==> src/rtl/cau_pkg.sv <==
// shared types, constants and helpers for the complex arithmetic unit
package cau_pkg;

  localparam int unsigned DIV_STEPS  = 48;
  localparam int unsigned SQRT_STEPS = 25;

  typedef enum logic [2:0] {
    ACT_ADD  = 3'd0,
    ACT_SUB  = 3'd1,
    ACT_MUL  = 3'd2,
    ACT_DIV  = 3'd3,
    ACT_DIST = 3'd4
  } action_t;

  typedef struct packed {
    logic               vld;
    logic [2:0]         act;
    logic signed [31:0] pre_re;
    logic signed [31:0] pre_im;
    logic               pre_sat;
    logic               dz;
    logic               neg_r;
    logic               neg_i;
    logic [31:0]        den;
    logic [31:0]        rem_r;
    logic [31:0]        rem_i;
    logic [47:0]        dq_r;
    logic [47:0]        dq_i;
    logic [49:0]        srad;
    logic [25:0]        srem;
    logic [24:0]        sroot;
  } cell_t;

  // saturate a 33-bit signed value to 32 bits, sat flag on top
  function automatic logic [32:0] clamp33(input logic signed [32:0] x);
    logic [32:0] r;
    begin
      if (x[32] != x[31]) begin
        r = x[32] ? {1'b1, 32'h8000_0000} : {1'b1, 32'h7fff_ffff};
      end else begin
        r = {1'b0, x[31:0]};
      end
      return r;
    end
  endfunction

  // apply sign to a quotient magnitude and saturate, sat flag on top
  function automatic logic [32:0] fix_q(input logic neg, input logic [47:0] q);
    logic [32:0] r;
    logic [31:0] nq;
    begin
      nq = ~q[31:0] + 32'd1;
      if (neg) begin
        if (q > 48'h0000_8000_0000) r = {1'b1, 32'h8000_0000};
        else r = {1'b0, nq};
      end else begin
        if (q > 48'h0000_7fff_ffff) r = {1'b1, 32'h7fff_ffff};
        else r = {1'b0, q[31:0]};
      end
      return r;
    end
  endfunction

endpackage

==> src/rtl/cau_cell.sv <==
// one cell of the chain: a divide step on both parts and an optional square root step
module cau_cell #(
  parameter bit SQRT_EN = 1'b1
) (
  input  logic           clk,
  input  logic           rst_n,
  input  logic           en,
  input  cau_pkg::cell_t c_in,
  output cau_pkg::cell_t c_out
);

  cau_pkg::cell_t c_nxt;
  logic [32:0] t_r, t_i, d33;
  logic        b_r, b_i;
  logic [27:0] s_rem, s_trial;
  logic        s_bit;

  always_comb begin
    c_nxt = c_in;
    d33 = {1'b0, c_in.den};
    t_r = {c_in.rem_r, c_in.dq_r[47]};
    t_i = {c_in.rem_i, c_in.dq_i[47]};
    b_r = (t_r >= d33);
    b_i = (t_i >= d33);
    c_nxt.rem_r = b_r ? 32'(t_r - d33) : t_r[31:0];
    c_nxt.rem_i = b_i ? 32'(t_i - d33) : t_i[31:0];
    c_nxt.dq_r = {c_in.dq_r[46:0], b_r};
    c_nxt.dq_i = {c_in.dq_i[46:0], b_i};
    s_rem = {c_in.srem, c_in.srad[49:48]};
    s_trial = {1'b0, c_in.sroot, 2'b01};
    s_bit = (s_rem >= s_trial);
    if (SQRT_EN) begin
      c_nxt.srad = {c_in.srad[47:0], 2'b00};
      c_nxt.srem = s_bit ? 26'(s_rem - s_trial) : s_rem[25:0];
      c_nxt.sroot = {c_in.sroot[23:0], s_bit};
    end
  end

  always_ff @(posedge clk) begin
    if (!rst_n) begin
      c_out.vld <= 1'b0;
    end else if (en) begin
      c_out <= c_nxt;
    end
  end

endmodule

==> config.mk <==
export PLATFORM = sky130hd
export DESIGN_NAME = cau_cell
export DESIGN_NICKNAME = d
export VERILOG_FILES = /design/src/rtl/cau_pkg.sv /design/src/rtl/cau_cell.sv
export SDC_FILE = /design/constraint.sdc
export NUM_CORES = 1
export LEC_CHECK = 0
export BUFFER_PORTS_ARGS = -buffer_cell sky130_fd_sc_hd__buf_4
export CAP_MARGIN = 10
export CELL_PAD_IN_SITES_DETAIL_PLACEMENT = 1
export CELL_PAD_IN_SITES_GLOBAL_PLACEMENT = 1
export CORE_AREA = 4 4 280 282
export CTS_CLUSTER_SIZE = 40
export DETAILED_ROUTE_END_ITERATION = 12
export DIE_AREA = 0 0 284 286
export PLACE_DENSITY = 0.65
export REMOVE_ABC_BUFFERS = 1
export SKIP_LAST_GASP = 1
export SLEW_MARGIN = 20
export SYNTH_ARGS = -nofsm -noshare
export SYNTH_HDL_FRONTEND = slang
export SYNTH_SLANG_ARGS = --single-unit
==> constraint.sdc <==
create_clock -name clk -period 20.8 [get_ports clk]
set_clock_uncertainty 0.1 [all_clocks]
set_input_delay 4.16 -clock clk [delete_from_list [all_inputs] [get_ports clk]]
set_output_delay 4.16 -clock clk [all_outputs]
set_load 0.005 [all_outputs]
==> out/qor.yml, run 1 <==
timing:
  fin_crit_sh: 0.3537
  hold_viol: 0
  tns_ns: 0
  setup_violations: 0
  rsz0062_at_grt: "no"
  period_minus_slack_ns: 7.357
  maxSlewHeadroom: 0.2501
  worst_pin_slew_ns: 1.125
  final_max_slew_viol_count: 0
  max_freq_ghz: 0.1359
power_and_ir_drop:
  p_leak_nw: 10.61
  max-vdd-ir-drop_uv: 48.16
  total_power_mw: 2.120
  power.density_nw_per_um2: 84.68
grt:
  grt_pass1_vias: 14296
  antenna_found_initial: 8
  grt_pass1_wl_um: 99600
  grt_overflow: 0
  grtUsageTotal: 0.1645
  grt_start_max_net_pins: 165
worst_setup_path:
  end_kind: "register"
  cp_top_family: "compound AO/OA/AOI/OAI gates"
  cpMaxStageDelayCell: "buf_4"
  arrival_ns: 7.56
  cp.required_ns: 21.01
  critPathMaxFanout: 52
  cp-start-kind: "input port"
  cp_cell_sequence: "buf_4 -> inv_1 -> ha_1 -> nor2b_1 -> o31a_1 -> o31a_1 -> o21bai_1 -> a21oi_1 -> o31ai_1 -> a21o_1 -> buf_4 -> mux2_2"
  max_stage_delay_ns: 0.47
  cp.buffers_inverters: 3
  worstSetupPathType: "input port to register"
yosys:
  synth_area_um2: 16880
  synth_ff_type: "edfxtp_1"
  ys_ff_latch: 363
  ys_warn_count: 0
  ys_top_cells_by_area: "edfxtp_1 64%, ha_1 6.7%, xnor2_1 2.5%, a21oi_1 2.4%, mux2_4 2.2%"
  seq_area_frac_synth: 0.6453
  synth.most_common_cell: "edfxtp_1"
  synth_largest_area_cell: "edfxtp_1"
  synth_edf_count: 362
  postSynthCellCount: 1210
  synth_area_per_cell_um2: 13.95
  async_flop_share: 0
  synth_cell_types: 74
  yosysTopAreaCellShare: 0.6441
  synth_commonest_cells: "362 x edfxtp_1, 91 x ha_1, 84 x inv_1, 82 x a21oi_1, 76 x nand2_1"
layout:
  seq_area_um2: 10890
  fin_nets: 2430
  nFillCells: 8294
  largest_reg_flops: 363
  syn_to_final_growth_pct: 48.32
  finalCoreUtilization: 0.3307
  layout-drive-gt1-share: 0.4396
  top_register: "c_out"
  reg.largest.list: "c_out (363)"
  multi_input_area_um2: 5543
clock_network:
  clock-root-buffer: "clkbuf_16"
  post-cts-setup-buffer-count: 0
  insertion_delay_ns: 0.56
  clock_path_buffers: 3
  cts_hold_buf: 0
  cts_inserted_buffers: 44
  cts_tree: "yes"
  cts_sinks: 363
  path_clk_slew_ns: 0.06
  htreeDepth: 2
  post_cts_resized: 0
floorplanning:
  rows: 101
  core_area_um2: 75700
  ios: 733
  start_util: 0.2229
  die_x_um: 284
  dieArea_um2: 81220
  dieHeight_um: 286
drt:
  vias: 13009
  dr.first_iter.drc_count: 599
  firstDrtPassIters: 5
  drt_wl_total_um: 70290
  wl_per_cell_um: 23.57
  ant_nets: 0
  drc: 0
  routed_via_density: 4.363
status:
  outcome: "finished, final reports clean"
min_path:
  hp-class: "register to register"
placed_design:
  gp_congestion: 0.9132
  portBuffers: 730
  hpwlAfterDp_um: 57550
job:
  maxCapViolations: 0
==> routing by layer <==
metal | global-route usage | wire, um | vias to the layer above
met5 | 0 | 73 | -
met4 | 0.04013 | 1653 | 12
met3 | 0.05434 | 5369 | 89
met2 | 0.3113 | 37690 | 437
met1 | 0.1765 | 25510 | 6383
li1 | - | - | 6088
==> cells by family (layout without fill, tap and decap cells) <==
kind of cell    Yosys count  after routing  synth area share
fa+ha+maj                93             93           0.06984
simple gates            224            224           0.06369
compound gates          288            288            0.1117
flops                   363            363            0.6453
xor+xnor                 77             77           0.03996
buf+inv                 108            899           0.02691
mux                      56             56           0.04233
other cells               1              4         0.0002222
==> report_power, final <==
group / internal, mW / switching (mW) / total, mW
clock network: 0.483 / 0.330 / 0.813
registers: 0.879 / 0.0186 / 0.897
logic: 0.206 / 0.204 / 0.409
total: 1.57 / 0.553 / 2.12
==> stage by stage <==
step | instance area [um^2] | hold slack [ns] | instances | setup slack (ns)
5_1_grt | 25030 | 0.5202 | 2980 | 13.21
2_1_floorplan | 16740 | 0.4073 | 1187 | 7.623
6_report | 25030 | 0.4633 | 2982 | 13.44
4_1_cts | 25030 | 0.4648 | 2980 | 13.47
3_3_place_gp | 23510 | 0.4119 | 2901 | 12.91
3_5_place_dp | 23510 | 0.4260 | 2901 | 12.85
==> placed cells by master, fill, tap and decap left out, types with 5 or more instances in the layout <==
master        n
o21bai_1      8
o21a_1       15
clkbuf_16    45
edfxtp_1    362
o31ai_1      10
o21ai_0      66
nand2b_1     10
inv_1        84
clkinvlp_4    5
nor2b_1       7
mux2i_1       8
clkinv_2      6
a21oi_1      82
mux2_2       23
xor2_1       28
nand4_1      15
bufinv_16     6
xnor2_1      49
a31oi_1       8
ha_1         91
nand3_1      21
nand2_1      76
nor2_1       47
a21o_1       44
buf_4       735
and2_1        6
nor3_1       14
or3_1         5
mux2_4       25
==> path summary, 6_finish.rpt <==
check	startpoint	end	slack [ns]	cells after the start
setup / recovery	c_in[262]	c_out[251]$_DFFE_PP_	13.44	12
setup reg to reg	c_out[364]$_SDFFE_PN0P_	c_out[364]$_SDFFE_PN0P_	20.07	2
hold / removal	c_out[364]$_SDFFE_PN0P_	c_out[364]$_SDFFE_PN0P_	0.46	2
hold reg to reg	c_out[364]$_SDFFE_PN0P_	c_out[364]$_SDFFE_PN0P_	0.46	2
==> layout make-up <==
cell class | instances | share of cell area
Sequential cell | 363 | 0.4351
Multi-Input combinational cell | 740 | 0.2214
Timing Repair Buffer | 736 | 0.2212
Tap cell | 978 | 0.04889
Clock buffer | 51 | 0.04669
Clock inverter | 28 | 0.01385
Inverter | 84 | 0.01260
Antenna cell | 2 | 0.0001999
==> worst reg2reg max path, stage by stage (launching register included) <==
cell and delay [ns]:
dfxtp_1 0.32, mux2i_1 0.14, nor2b_1 0.06
Note: power is estimated with default switching activity, not from simulation.
==> run 2, diff against run 1 <==
==> constraint.sdc (replaced) <==
create_clock -name clk -period 7.2 [get_ports clk]
set_clock_uncertainty 0.1 [all_clocks]
set_input_delay 1.44 -clock clk [delete_from_list [all_inputs] [get_ports clk]]
set_output_delay 1.44 -clock clk [all_outputs]
set_load 0.005 [all_outputs]
==> run 2 against run 1 <==
Effect of this change:
- critical endpoint is now c_out[34]$_DFFE_PP_
- utilization barely moved
- largest power group unchanged
- design area about the same
- critical path type unchanged
- power rose to 2.9 times the previous value
- clock power grew to 2.9 times the previous value
==> out/qor.yml, run 2 (same netlist as run 1, synthesis figures left out) <==
status:
  outcome: "finished, final reports clean"
grt:
  use_met1: 0.1673  # -0.009149
  antenna_found_initial: 10  # +2
  grt_start_max_net_pins: 154  # -6.7%
  grt_pass1_wl_um: 99420  # -0.19%
  gr-max-usage-layer: "met2"
  grtUsageMet2: 0.3063  # -0.005049
  grt_pass1_vias: 14309  # +0.091%
  grtUsageMet3: 0.06406  # +0.009721
  grt_overflow: 0  # unchanged
  grtUsageTotal: 0.1645  # about the same
layout:
  final_common_cell: "buf_4"
  layout-drive-gt1-share: 0.4351  # -0.004496
  reg.largest.list: "c_out (363)"
  finalCoreUtilization: 0.3304  # about the same
  layout.cells.non_filler: 2982  # unchanged
  top_register: "c_out"
  multi_input_area_um2: 5543  # unchanged
  largest_reg_flops: 363  # unchanged
  seq_area_um2: 10890  # unchanged
  syn_to_final_growth_pct: 48.21  # about the same
  layout_common_cells: "733 x buf_4, 362 x edfxtp_1, 91 x ha_1"
  fin_nets: 2430  # unchanged
  nFillCells: 8345  # +0.61%
timing:
  rsz0062_at_grt: "no"
  period_minus_slack_ns: 4.489
  tns_ns: 0  # unchanged
  worst_pin_slew_ns: 1.020  # -0.1044 ns
  fin_crit_sh: 0.6234
  final_max_slew_viol_count: 0  # unchanged
  hold_viol: 0  # unchanged
  maxSlewHeadroom: 0.3198  # +0.06963
  setup_ws_ns: 2.712  # -10.73 ns
  max_freq_ghz: 0.2228
  setup_violations: 0  # unchanged
worst_setup_path:
  arrival_ns: 4.70  # -2.86 ns
  cp.required_ns: 7.42  # -13.59 ns
  critPathMaxFanout: 17  # -67%
  cp_cell_sequence: "buf_4 -> inv_1 -> ha_1 -> nor2b_1 -> o31ai_1 -> a21oi_1 -> o21ai_0 -> a21oi_1 -> o21ai_0 -> a22oi_2 -> buf_4 -> mux2_2"
  end_kind: "register"
  cp-start-kind: "input port"
  worstSetupPathType: "input port to register"
  cp_top_family: "compound AO/OA/AOI/OAI gates"
  cpMaxStageDelayCell: "a22oi_2"
  cp.buffers_inverters: 3  # unchanged
  max_stage_delay_ns: 0.75  # +0.28 ns
placed_design:
  gp_congestion: 0.9143  # +0.12%
  hpwlAfterDp_um: 57730  # +0.31%
  place_inst: 2900  # -0.034%
  portBuffers: 730  # unchanged
  dpl_worst_slack_ns: 2.122  # -10.73 ns
clock_network:
  clock-root-buffer: "clkbuf_16"
  post_cts_resized: 0  # unchanged
  path_clk_slew_ns: 0.06  # about the same
  cts_tree: "yes"
  htreeDepth: 2  # unchanged
  cts_hold_buf: 0  # unchanged
  insertion_delay_ns: 0.57  # about the same
  post-cts-setup-buffer-count: 0  # unchanged
  cts_sinks: 363  # unchanged
  clock_path_buffers: 3  # unchanged
  cts_inserted_buffers: 45  # +2.3%
power_and_ir_drop:
  total_power_mw: 6.103  # +190%
  p_leak_nw: 10.59  # -0.11%
  power.density_nw_per_um2: 244.0  # +190%
  max-vdd-ir-drop_uv: 142.6  # +200%
floorplanning:
  core_area_um2: 75700  # unchanged
  start_util: 0.2229  # unchanged
  die_x_um: 284  # unchanged
  dieHeight_um: 286  # unchanged
  ios: 733  # unchanged
  rows: 101  # unchanged
  dieArea_um2: 81220  # unchanged
drt:
  dr.first_iter.drc_count: 599  # unchanged
  routed_via_density: 4.378  # +0.35%
  firstDrtPassIters: 4  # -1
  vias: 13055  # +0.35%
  drt_wl_total_um: 70550  # +0.36%
  drc: 0  # unchanged
  wl_per_cell_um: 23.66  # +0.36%
  ant_nets: 0  # unchanged
min_path:
  hp-class: "register to register"
job:
  maxCapViolations: 0  # unchanged
[run 2: power by group]
group	leakage, nW	switching, mW	internal (mW)
clock	0.720	0.937	1.39
combinational	6.47	0.588	0.595
sequential	3.40	0.0525	2.54
total	10.6	1.58	4.53
[run 2: path summary, 6_finish.rpt]
path	end	depth (start not counted)	startpoint	slack, ns
worst max-delay path	c_out[34]$_DFFE_PP_	12	c_in[0]	2.71
worst min-delay path	c_out[364]$_SDFFE_PN0P_	2	c_out[364]$_SDFFE_PN0P_	0.44
worst max register to register	c_out[364]$_SDFFE_PN0P_	2	c_out[364]$_SDFFE_PN0P_	6.50
worst min register to register	c_out[364]$_SDFFE_PN0P_	2	c_out[364]$_SDFFE_PN0P_	0.44
[run 2: cell type report]
cell class                      instances  share of cell area
Antenna cell                            2           0.0002001
Clock buffer                           56             0.04752
Clock inverter                         24             0.01216
Inverter                               84             0.01261
Multi-Input combinational cell        740              0.2216
Sequential cell                       363              0.4354
Tap cell                              978             0.04892
Timing Repair Buffer                  735              0.2216
[run 2: stage by stage]
step / hold slack (ns) / instance area, um^2
after floorplan: 0.4073 / 16740
after global placement: 0.4108 / 23520
after detailed placement: 0.4133 / 23520
after CTS: 0.4358 / 25010
after global routing: 0.4532 / 25010
final: 0.4370 / 25010
[run 2: routing by layer]
metal	part of all wire	wire [um]
met5	0.0013	92
met4	0.037	2644
met3	0.087	6153
met2	0.52	36790
met1	0.35	24870
[run 2: worst min-delay path: stages (launching register included)]
cell     delay, ns
dfxtp_1       0.33
mux2i_1       0.07
nor2b_1       0.10
